$ cat src/sv/sha1md_pkg.sv
// SHA-1 digest core package: initial hash words, round constants and
// the sequencer state type. Used by sha1_message_digest_core.
// No dependencies.
package sha1md_pkg;

   localparam int LenCountBits = 64;

   localparam int NumHashWords = 5;
   localparam int WindowDepth  = 16;
   localparam int NumRounds    = 80;

   localparam logic [31:0] InitH0 = 32'h67452301;
   localparam logic [31:0] InitH1 = 32'hEFCDAB89;
   localparam logic [31:0] InitH2 = 32'h98BADCFE;
   localparam logic [31:0] InitH3 = 32'h10325476;
   localparam logic [31:0] InitH4 = 32'hC3D2E1F0;

   localparam logic [31:0] RoundK0 = 32'h5A827999;
   localparam logic [31:0] RoundK1 = 32'h6ED9EBA1;
   localparam logic [31:0] RoundK2 = 32'h8F1BBCDC;
   localparam logic [31:0] RoundK3 = 32'hCA62C1D6;

   localparam logic [6:0] RoundStage1 = 7'd20;
   localparam logic [6:0] RoundStage2 = 7'd40;
   localparam logic [6:0] RoundStage3 = 7'd60;
   localparam logic [6:0] RoundLast   = 7'd79;

   localparam logic [31:0] PadMarkerWord = 32'h80000000;
   localparam logic [3:0]  LenHiSlot     = 4'd14;
   localparam logic [3:0]  BlockLastSlot = 4'd15;
   localparam logic [2:0]  DigestLastIdx = 3'd4;
   localparam logic [2:0]  FullWordBytes = 3'd4;

   typedef enum logic [2:0] {
      ST_IDLE,
      ST_PAD,
      ST_ROUND,
      ST_FINAL,
      ST_OUT
   } state_type;

endpackage

$ cat src/sv/sha1_message_digest_core.sv
// SHA-1 digest core: word intake, padding sequencer, one shared round
// unit and digest output. Depends on sha1md_pkg.
//
// Usage:
//   Message words enter on the req_ channel, first byte in bits 31..24.
//   A word is taken when req_valid is high and req_stall is low. Words
//   without req_last add four bytes; the word with req_last adds only its
//   leading req_valid_bytes bytes (values above four count as four).
//   Every sixteenth word starts a block: the shared round unit runs all
//   80 rounds, then the result is folded into the chaining words, and
//   req_stall stays high until the fold is done; the other words are
//   taken without a stall. On the last word the padding words are
//   pushed one a cycle except during a block (two to eighteen words, with
//   one or two blocks in all), then the five digest
//   words leave on the rsp_ channel, index 0 first, rsp_last_word on the
//   fifth. A high rsp_stall holds the current digest word unchanged and
//   the core waits; no new message word is taken until the fifth digest
//   word has gone. After reset the core is idle with the initial hash
//   words loaded and ready at once.
module sha1_message_digest_core #(
   parameter int LENGTH_COUNTER_BITS = sha1md_pkg::LenCountBits
) (
   input  logic        clock,
   input  logic        reset,
   input  logic        req_valid,
   output logic        req_stall,
   input  logic [31:0] req_data_word,
   input  logic [2:0]  req_valid_bytes,
   input  logic        req_last,
   output logic        rsp_valid,
   input  logic        rsp_stall,
   output logic [31:0] rsp_digest_word,
   output logic [2:0]  rsp_word_index,
   output logic        rsp_last_word
);

   localparam int CntW = LENGTH_COUNTER_BITS;

   sha1md_pkg::state_type state_ff, state_in;

   logic [31:0]     win_ff [sha1md_pkg::WindowDepth];
   logic [31:0]     win_in [sha1md_pkg::WindowDepth];
   logic [31:0]     h_ff   [sha1md_pkg::NumHashWords];
   logic [31:0]     h_in   [sha1md_pkg::NumHashWords];
   logic [31:0]     v_ff   [sha1md_pkg::NumHashWords];
   logic [31:0]     v_in   [sha1md_pkg::NumHashWords];
   logic [3:0]      wib_ff, wib_in;
   logic [6:0]      rnd_ff, rnd_in;
   logic [CntW-1:0] cnt_ff, cnt_in;
   logic [63:0]     len_ff, len_in;
   logic            pend_ff, pend_in;
   logic            hi_ff, hi_in;
   logic            pad_ff, pad_in;
   logic            done_ff, done_in;
   logic [2:0]      oidx_ff, oidx_in;

   logic        push;
   logic [31:0] push_word;
   logic [2:0]  nb;
   logic [31:0] f_val;
   logic [31:0] k_val;
   logic [31:0] t_val;
   logic [31:0] w_next;
   logic [CntW-1:0] cnt_last;

   always_ff @(posedge clock) begin
      if (reset) begin
         state_ff <= sha1md_pkg::ST_IDLE;
      end else begin
         state_ff <= state_in;
      end
   end

   always_ff @(posedge clock) begin
      if (reset) begin
         h_ff[0] <= sha1md_pkg::InitH0;
         h_ff[1] <= sha1md_pkg::InitH1;
         h_ff[2] <= sha1md_pkg::InitH2;
         h_ff[3] <= sha1md_pkg::InitH3;
         h_ff[4] <= sha1md_pkg::InitH4;
         for (int i = 0; i < sha1md_pkg::NumHashWords; i++) begin
            v_ff[i] <= '0;
         end
         wib_ff  <= '0;
         rnd_ff  <= '0;
         cnt_ff  <= '0;
         pend_ff <= 1'b0;
         hi_ff   <= 1'b0;
         pad_ff  <= 1'b0;
         done_ff <= 1'b0;
         oidx_ff <= '0;
      end else begin
         h_ff    <= h_in;
         v_ff    <= v_in;
         wib_ff  <= wib_in;
         rnd_ff  <= rnd_in;
         cnt_ff  <= cnt_in;
         pend_ff <= pend_in;
         hi_ff   <= hi_in;
         pad_ff  <= pad_in;
         done_ff <= done_in;
         oidx_ff <= oidx_in;
      end
   end

   always_ff @(posedge clock) begin
      win_ff <= win_in;
      len_ff <= len_in;
   end

   // shared round unit
   always_comb begin
      if (rnd_ff < sha1md_pkg::RoundStage1) begin
         f_val = (v_ff[1] & v_ff[2]) | (~v_ff[1] & v_ff[3]);
         k_val = sha1md_pkg::RoundK0;
      end else if (rnd_ff < sha1md_pkg::RoundStage2) begin
         f_val = v_ff[1] ^ v_ff[2] ^ v_ff[3];
         k_val = sha1md_pkg::RoundK1;
      end else if (rnd_ff < sha1md_pkg::RoundStage3) begin
         f_val = (v_ff[1] & v_ff[2]) | (v_ff[1] & v_ff[3]) | (v_ff[2] & v_ff[3]);
         k_val = sha1md_pkg::RoundK2;
      end else begin
         f_val = v_ff[1] ^ v_ff[2] ^ v_ff[3];
         k_val = sha1md_pkg::RoundK3;
      end
      t_val  = {v_ff[0][26:0], v_ff[0][31:27]} + f_val + v_ff[4] + k_val + win_ff[0];
      w_next = win_ff[13] ^ win_ff[8] ^ win_ff[2] ^ win_ff[0];
      w_next = {w_next[30:0], w_next[31]};
   end

   always_comb begin
      nb       = (req_valid_bytes > sha1md_pkg::FullWordBytes) ?
                 sha1md_pkg::FullWordBytes : req_valid_bytes;
      cnt_last = cnt_ff + CntW'({nb, 3'b000});
   end

   always_comb begin
      state_in  = state_ff;
      win_in    = win_ff;
      h_in      = h_ff;
      v_in      = v_ff;
      wib_in    = wib_ff;
      rnd_in    = rnd_ff;
      cnt_in    = cnt_ff;
      len_in    = len_ff;
      pend_in   = pend_ff;
      hi_in     = hi_ff;
      pad_in    = pad_ff;
      done_in   = done_ff;
      oidx_in   = oidx_ff;
      push      = 1'b0;
      push_word = '0;
      req_stall = 1'b1;
      rsp_valid = 1'b0;

      case (state_ff)
         sha1md_pkg::ST_IDLE: begin
            req_stall = 1'b0;
            if (req_valid) begin
               push = 1'b1;
               if (!req_last) begin
                  cnt_in    = cnt_ff + CntW'(32);
                  push_word = req_data_word;
               end else begin
                  cnt_in   = cnt_last;
                  len_in   = 64'(cnt_last);
                  pad_in   = 1'b1;
                  hi_in    = 1'b0;
                  pend_in  = 1'b0;
                  state_in = sha1md_pkg::ST_PAD;
                  case (nb)
                     3'd0: push_word = sha1md_pkg::PadMarkerWord;
                     3'd1: push_word = {req_data_word[31:24], 24'h800000};
                     3'd2: push_word = {req_data_word[31:16], 16'h8000};
                     3'd3: push_word = {req_data_word[31:8], 8'h80};
                     default: begin
                        push_word = req_data_word;
                        pend_in   = 1'b1;
                     end
                  endcase
               end
            end
         end
         sha1md_pkg::ST_PAD: begin
            push = 1'b1;
            if (pend_ff) begin
               push_word = sha1md_pkg::PadMarkerWord;
               pend_in   = 1'b0;
            end else if (wib_ff == sha1md_pkg::LenHiSlot) begin
               push_word = len_ff[63:32];
               hi_in     = 1'b1;
            end else if (wib_ff == sha1md_pkg::BlockLastSlot && hi_ff) begin
               push_word = len_ff[31:0];
               done_in   = 1'b1;
            end
         end
         sha1md_pkg::ST_ROUND: begin
            v_in[4] = v_ff[3];
            v_in[3] = v_ff[2];
            v_in[2] = {v_ff[1][1:0], v_ff[1][31:2]};
            v_in[1] = v_ff[0];
            v_in[0] = t_val;
            for (int i = 0; i < sha1md_pkg::WindowDepth - 1; i++) begin
               win_in[i] = win_ff[i + 1];
            end
            win_in[sha1md_pkg::WindowDepth - 1] = w_next;
            rnd_in = rnd_ff + 7'd1;
            if (rnd_ff == sha1md_pkg::RoundLast) begin
               rnd_in   = '0;
               state_in = sha1md_pkg::ST_FINAL;
            end
         end
         sha1md_pkg::ST_FINAL: begin
            for (int i = 0; i < sha1md_pkg::NumHashWords; i++) begin
               h_in[i] = h_ff[i] + v_ff[i];
            end
            if (done_ff) begin
               state_in = sha1md_pkg::ST_OUT;
            end else if (pad_ff) begin
               state_in = sha1md_pkg::ST_PAD;
            end else begin
               state_in = sha1md_pkg::ST_IDLE;
            end
         end
         sha1md_pkg::ST_OUT: begin
            rsp_valid = 1'b1;
            if (!rsp_stall) begin
               oidx_in = oidx_ff + 3'd1;
               if (oidx_ff == sha1md_pkg::DigestLastIdx) begin
                  oidx_in  = '0;
                  h_in[0]  = sha1md_pkg::InitH0;
                  h_in[1]  = sha1md_pkg::InitH1;
                  h_in[2]  = sha1md_pkg::InitH2;
                  h_in[3]  = sha1md_pkg::InitH3;
                  h_in[4]  = sha1md_pkg::InitH4;
                  cnt_in   = '0;
                  wib_in   = '0;
                  pad_in   = 1'b0;
                  done_in  = 1'b0;
                  hi_in    = 1'b0;
                  state_in = sha1md_pkg::ST_IDLE;
               end
            end
         end
         default: begin
            state_in = sha1md_pkg::ST_IDLE;
         end
      endcase

      // advance the window on every pushed word; start a block when full
      if (push) begin
         for (int i = 0; i < sha1md_pkg::WindowDepth - 1; i++) begin
            win_in[i] = win_ff[i + 1];
         end
         win_in[sha1md_pkg::WindowDepth - 1] = push_word;
         wib_in = wib_ff + 4'd1;
         if (wib_ff == sha1md_pkg::BlockLastSlot) begin
            v_in     = h_ff;
            rnd_in   = '0;
            state_in = sha1md_pkg::ST_ROUND;
         end
      end
   end

   always_comb begin
      case (oidx_ff)
         3'd0:    rsp_digest_word = h_ff[0];
         3'd1:    rsp_digest_word = h_ff[1];
         3'd2:    rsp_digest_word = h_ff[2];
         3'd3:    rsp_digest_word = h_ff[3];
         default: rsp_digest_word = h_ff[4];
      endcase
      rsp_word_index = oidx_ff;
      rsp_last_word  = (oidx_ff == sha1md_pkg::DigestLastIdx);
   end

endmodule
$ cat config.mk
export PLATFORM = sky130hd
export DESIGN_NAME = sha1_message_digest_core
export DESIGN_NICKNAME = d
export VERILOG_FILES = /design/src/sv/sha1md_pkg.sv /design/src/sv/sha1_message_digest_core.sv
export SDC_FILE = /design/constraint.sdc
export NUM_CORES = 2
export LEC_CHECK = 0
export BUFFER_PORTS_ARGS = -buffer_cell sky130_fd_sc_hd__buf_2
export CORE_MARGIN = 3
export CORE_UTILIZATION = 50
export DETAILED_ROUTE_END_ITERATION = 10
export PLACE_DENSITY_LB_ADDON = 0.08
export SETUP_SLACK_MARGIN = 0.15
export SYNTH_ARGS = -nofsm -noshare
export SYNTH_HDL_FRONTEND = slang
export SYNTH_SLANG_ARGS = --single-unit
$ cat constraint.sdc
create_clock -name clock -period 17.4 [get_ports clock]
set_clock_uncertainty 0.1 [all_clocks]
set_input_delay 2.61 -clock clock [delete_from_list [all_inputs] [get_ports clock]]
set_output_delay 2.61 -clock clock [all_outputs]
set_load 0.02 [all_outputs]
== After elaboration in Yosys (flattened, before gate mapping) ==
Index checks and enable logic that the tools add are counted.

* Multiplexer cells: 69
* Bitwise logic cells: 14
* Reductions and logical operators: 22
* Add/subtract/negate cells: 14
* Eq/ne operators: 23
* Magnitude comparators: 4

{| class="wikitable"
|+ Operator list
! operator !! count
|-
| 2-to-1 mux 512 bit || 2
|-
| 2-to-1 mux 160 bit || 5
|-
| 2-to-1 mux 32 bit || 10
|-
| case mux 160 bit (2 select lines) || 1
|-
| adder 32 bit || 9
|-
| 2-to-1 mux 64 bit || 4
|-
| case mux 32 bit (4 select lines) || 2
|-
| XOR 32 bit || 5
|-
| AND 32 bit || 4
|-
| case mux 64 bit (2 select lines) || 1
|-
| bitwise OR 32 bit || 3
|-
| adder 64 x 6 -> 64 bit || 1
|-
| adder 64 x 6 -> 64 bit (second input constant) || 1
|-
| case mux 32 bit (2 select lines) || 1
|-
| inverter 32 bit || 1
|-
| 2-to-1 mux 31 bit || 1
|-
| 2-to-1 mux 3 bit || 10
|-
| 2-to-1 mux 7 bit || 4
|-
| equality test 3 x 2 -> 1 bit (second input constant) || 6
|-
| 2-to-1 mux 1 bit || 18
|-
| 2-to-1 mux 4 bit || 4
|-
| inequality test 2 bit (second input constant) || 8
|-
| case mux 3 bit (5 select lines) || 1
|-
| less-than comparator 7 x 6 -> 1 bit (second input constant) || 2
|-
| 24 further kinds || 42
|}

* Bits of input ports: 40
* Flip-flop bits (word level): 981
* Output and inout bits: 38
* Logic and storage cells: 182

== Logic depth before layout (Yosys ltp) ==
* Depth in word-level cells: 13
* Depth in mapped cells: 26
* Depth with buffers taken out: 23

== Worst setup path after synthesis ==
No wires, ideal clock.

* Path type: input to register
* Start point: input port req_valid
* End point: register win_ff[0] in the netlist's numbering, enable pin
* Path buffers: 2
* Arrival time: 11.629 ns
* Path slack: 2.038 ns
* Library setup time: 3.633 ns
* Cell stages on the path: 4
* Data required time: 13.667 ns
* Cells stage by stage: clkbuf_2 -> o21ai_0 -> clkbuf_1 -> nand2_1

* Cells in the longest elaborated chain, start to end: 3

{| class="wikitable"
|+ RTL lines
! item !! RTL line !! RTL
|-
| start, declared || sha1_message_digest_core.sv:25 || <nowiki>input logic req_valid,</nowiki>
|-
| 2-to-1 mux 1 bit || sha1_message_digest_core.sv:159 || <nowiki>if (req_valid) begin</nowiki>
|-
| case mux 1 bit (2 select lines) || sha1_message_digest_core.sv:156 || <nowiki>case (state_ff)</nowiki>
|-
| nonzero test 2 bit (no source line) || -- ||
|-
| end signal, assigned || sha1_message_digest_core.sv:107 || <nowiki>win_ff <= win_in;</nowiki>
|-
| end, declared || sha1_message_digest_core.sv:41 || <nowiki>logic [31:0] win_ff [sha1md_pkg::WindowDepth];</nowiki>
|}

No other way between the ends.
A chain may end at the register's enable or synchronous reset.

== Final worst setup path ==
* Start point: register rnd_ff[4]
* End point: register v_ff[147] in the netlist's numbering

* Cells in the longest elaborated chain, start to end: 11
* Elaborated cells on any way between the ends: 16
* Classes of those cells: add/sub: 4; order compare: 3; mux: 9

{| class="wikitable"
|+ RTL lines
! item !! RTL line !! RTL
|-
| start, declared || sha1_message_digest_core.sv:48 || <nowiki>logic [6:0] rnd_ff, rnd_in;</nowiki>
|-
| start signal, assigned || sha1_message_digest_core.sv:96 || <nowiki>rnd_ff <= rnd_in;</nowiki>
|-
| less-than comparator 7 x 6 -> 1 bit || sha1_message_digest_core.sv:119 || <nowiki>end else if (rnd_ff < sha1md_pkg::RoundStage3) begin</nowiki>
|-
| 2-to-1 mux 32 bit || sha1_message_digest_core.sv:119 ||
|-
| 2-to-1 mux 32 bit || sha1_message_digest_core.sv:116 || <nowiki>end else if (rnd_ff < sha1md_pkg::RoundStage2) begin</nowiki>
|-
| 2-to-1 mux 32 bit || sha1_message_digest_core.sv:113 || <nowiki>if (rnd_ff < sha1md_pkg::RoundStage1) begin</nowiki>
|-
| adder 32 bit (2 in series) || sha1_message_digest_core.sv:126 || <nowiki>t_val = {v_ff[0][26:0], v_ff[0][31:27]} + f_val + v_ff[4] + k_val + win_ff[0];</nowiki>
|-
| adder 32 bit (*) (2 in series) || sha1_message_digest_core.sv:126 ||
|-
| 2-to-1 mux 160 bit (*) || sha1_message_digest_core.sv:156 ||
|-
| 2-to-1 mux 160 bit || sha1_message_digest_core.sv:257 || <nowiki>if (wib_ff == sha1md_pkg::BlockLastSlot) begin</nowiki>
|-
| 2-to-1 mux 160 bit (*) || sha1_message_digest_core.sv:251 || <nowiki>if (push) begin</nowiki>
|-
| end signal, assigned || sha1_message_digest_core.sv:94 || <nowiki>v_ff <= v_in;</nowiki>
|-
| end, declared || sha1_message_digest_core.sv:45 || <nowiki>logic [31:0] v_ff [sha1md_pkg::NumHashWords];</nowiki>
|}

Every way passes the cells marked *; elsewhere a longest branch is shown, timed or not.

==> impl_metrics.csv <==
group,metric,value,unit
clock_tree,htree_levels,3,
detailed_routing,wl_per_cell,23.8,um
critical_path,crit_path_start_kind,"flip-flop",
logic_synthesis,synthArstFlopShare,0,%
critical_path,crit_type,"flip-flop to flip-flop",
timing,timing.fmax,141,MHz
clock_tree,postCtsHoldBufs,0,
clock_tree,postCtsSetupBuffers,0,
power_and_ir_drop,peakVddDrop,0.100,mV
floorplanning,rows,116,
clock_tree,clk_pin_slew_worst_paths,0.06,ns
logic_synthesis,synth_top_area_share,33.8,%
global_routing,grt_pass1_vias,36800,
detailed_routing,dr.pass1.iters,6,
global_routing,track_usage,28.1,%
power_and_ir_drop,leakage,0.0214,uW
clock_tree,clockRootBuffer,"clkbuf_16",
logic_synthesis,synth_top_area_cell,"edfxtp_1",
floorplanning,die_w,325,um
hold_path,whs_path_depth,0,
timing,fin_ws,10.31,ns
layout,layout-drive-gt1-share,7.30,%
timing,maxSlewHeadroom,19.3,%
logic_synthesis,synth_seq_cells,975,
detailed_routing,drcViolationCount,0,
timing,period_needed,7.09,ns
logic_synthesis,synth_edf_count,573,
power_and_ir_drop,p_comb_share,6.1,%
clock_tree,cts.sink_count,975,
critical_path,cp_top_family,"compound AO/OA/AOI/OAI gates",
detailed_routing,postRouteAntennaNets,0,
global_routing,antenna_found_initial,2,
detailed_routing,num_vias,38600,
power_and_ir_drop,finalPower,5370,uW
clock_tree,cts_buffers,106,
timing,post-route-period-util,40.8,%
clock_tree,cts_resized,0,
timing,report.final.slew_viol_count,0,
global_routing,overflow,0,
power_and_ir_drop,switchingPower,1250,uW
logic_synthesis,syn_avg_cell_area,10.2,um^2
critical_path,worstPathMaxFanout,19,
global_routing,grt_pass1_wl,228000,um
critical_path,cp.arrival,7.57,ns
layout,final_net_count,5307,
floorplanning,die_area,106000,um^2
logic_synthesis,synth_ff_type,"edfxtp_1",
floorplanning,die_h,325,um
critical_path,crit_buf_inv,5,
timing,tns,0,ns
layout,final_cell_mix,"edfxtp_1, nand2_1, nor2_1",
power_and_ir_drop,p_clk_share,43.7,%
layout,fin_util,55.9,%
critical_path,crit_chain,"o21ai_1 -> nor2b_1 -> inv_1 -> nand2_1 -> buf_4 -> clkinv_1 -> a222oi_1 -> fa_1 -> fa_1 -> inv_1 -> ha_1 -> inv_1 -> fa_1 -> nor2b_1 -> o21ai_0 -> a21boi_1 -> o221ai_1 -> a21oi_1 -> a211oi_1 -> a21oi_1 -> xnor2_1 -> o211ai_1 -> o211a_1",
layout,final_common_cell,"edfxtp_1",
clock_tree,worstSkewPairLatency,0.70,ns
floorplanning,start_util,50.6,%
timing,hold_viol,0,
power_and_ir_drop,switching_share,23.4,%
place,place_congestion,0.904,
detailed_routing,wirelength,152000,um
detailed_routing,drt-initial-drc-count,3713,
global_routing,grt_max_degree,213,
floorplanning,design.portCount,78,
critical_path,crit_path_top_delay_cell,"clkinv_1",
logic_synthesis,syn-num-nets,5333,
timing,rsz0062_at_grt,"no",
timing,worst_pin_slew,1.21,ns
clock_tree,cts.path.max_buffers,3,
place,io_buffer_count,77,
logic_synthesis,syn_area,50800,um^2
critical_path,required,17.88,ns
power_and_ir_drop,p_int,4110,uW
layout,area_growth,10.3,%
layout,fill_cells,8820,
floorplanning,core-area,100000,um^2
timing,final-setup-viol-count,0,
detailed_routing,routed_via_density,6.05,
place,post-place-ws,10.32,ns
logic_synthesis,synth_cell_types,100,
logic_synthesis,yosysSeqAreaShare,49.7,%
job,maxCapViolCount,0,
critical_path,cp.depth,23,
power_and_ir_drop,cellPowerDensity,95.7,nW/um^2
hold_path,hold_class,"flip-flop to flip-flop",
place,placed_area,52400,um^2
place,place_hpwl,104000,um
critical_path,reg2reg_depth,23,
run_status,status,"completed",
clock_tree,cts_tree,"built",
power_and_ir_drop,seqPwrFrac,50.2,%
logic_synthesis,netlist_instances,4962,
critical_path,max_stage_delay,0.72,ns
layout,stdcell_area,56100,um^2
logic_synthesis,synthTopCellsByArea,"edfxtp_1, dfxtp_1, ha_1",
logic_synthesis,synth_warnings,0,
critical_path,end_kind,"flip-flop",
[through the flow]
step / cells / hold WS [ns]
after floorplan: 4962 / 0.300
after global placement: 6185 / 0.300
after detailed placement: 6185 / 0.305
after CTS: 6383 / 0.312
after global routing: 6383 / 0.318
final: 6384 / 0.308
[worst paths after layout]
check                     end        start  slack [ns]
setup / recovery    v_ff[147]    rnd_ff[4]       10.31
hold / removal    win_ff[406]  win_ff[374]        0.31
setup reg to reg    v_ff[147]    rnd_ff[4]       10.31
hold reg to reg   win_ff[406]  win_ff[374]        0.31
[area by class of cell]
type	instances	area [um^2]	area share (%)
clock buffers	139	2950	5.25
well taps	1357	1700	3.03
flip-flops and latches	975	25300	45.0
multi-input cells	3473	23700	42.3
inverters	249	937	1.67
repair buffers	131	826	1.47
clock inverters	59	709	1.26
diodes	1	2.50	0.00446
[metal layers]
metal  track usage [%]  wire [um]  part of all wire [%]  vias up
met5                 0         13                0.0085        -
met4              10.5       6070                   4.0        2
li1                  -          -                     -    18000
met2              44.9      69400                    46     1433
met1              38.8      66200                    43    18900
met3              4.22      10500                   6.9      287
[logic make-up (layout without fill, tap and decap cells)]
group | Yosys count | in the layout | share of synthesized area, %
AOI/OAI and AO/OA | 1234 | 1234 | 16.7
xor gates and xnor gates | 313 | 313 | 5.39
adders and majority gates | 331 | 331 | 10.0
buffers and inverters | 514 | 578 | 3.85
DFF | 975 | 975 | 49.7
muxes | 40 | 40 | 0.807
other | 0 | 1 | 0
and+or+nand+nor | 1555 | 1555 | 13.6
[Yosys cell counts, drive strengths merged, types with 15 or more instances]
| master | count |
|---|---|
| a311oi | 147 |
| clkbuf | 235 |
| and3 | 23 |
| and2 | 19 |
| nor4 | 29 |
| xnor2 | 184 |
| nand2 | 574 |
| nor2b | 42 |
| dfxtp | 402 |
| a221o | 16 |
| or3 | 24 |
| nor2 | 514 |
| a31oi | 79 |
| edfxtp | 573 |
| nand3 | 109 |
| a21o | 88 |
| a221oi | 26 |
| o22ai | 29 |
| a22oi | 122 |
| o21bai | 19 |
| a222oi | 15 |
| o211ai | 18 |
| o21a | 30 |
| nand2b | 22 |
| mux2i | 35 |
| xor2 | 129 |
| a211oi | 46 |
| buf | 30 |
| ha | 205 |
| fa | 126 |
| a21oi | 254 |
| inv | 247 |
| and4 | 16 |
| nand4 | 46 |
| nor3 | 93 |
| o21ai | 224 |
[power by group through the flow]
stage	clock (uW)	sequential [uW]	combinational, uW
3_5_place_dp	0	2740	328
5_1_grt	2480	2710	361
3_3_place_gp	0	2740	328
2_1_floorplan	0	2760	228
6_report	2340	2700	327
4_1_cts	2390	2700	331
[state kept, by name, indices dropped and copies added (netlist names), 4 cells and up]
| name | count |
|---|---|
| cnt_ff | 61 |
| h_ff | 160 |
| len_ff | 61 |
| rnd_ff | 7 |
| v_ff | 160 |
| wib_ff | 4 |
| win_ff | 512 |
Power figures use the tool's default switching activity.
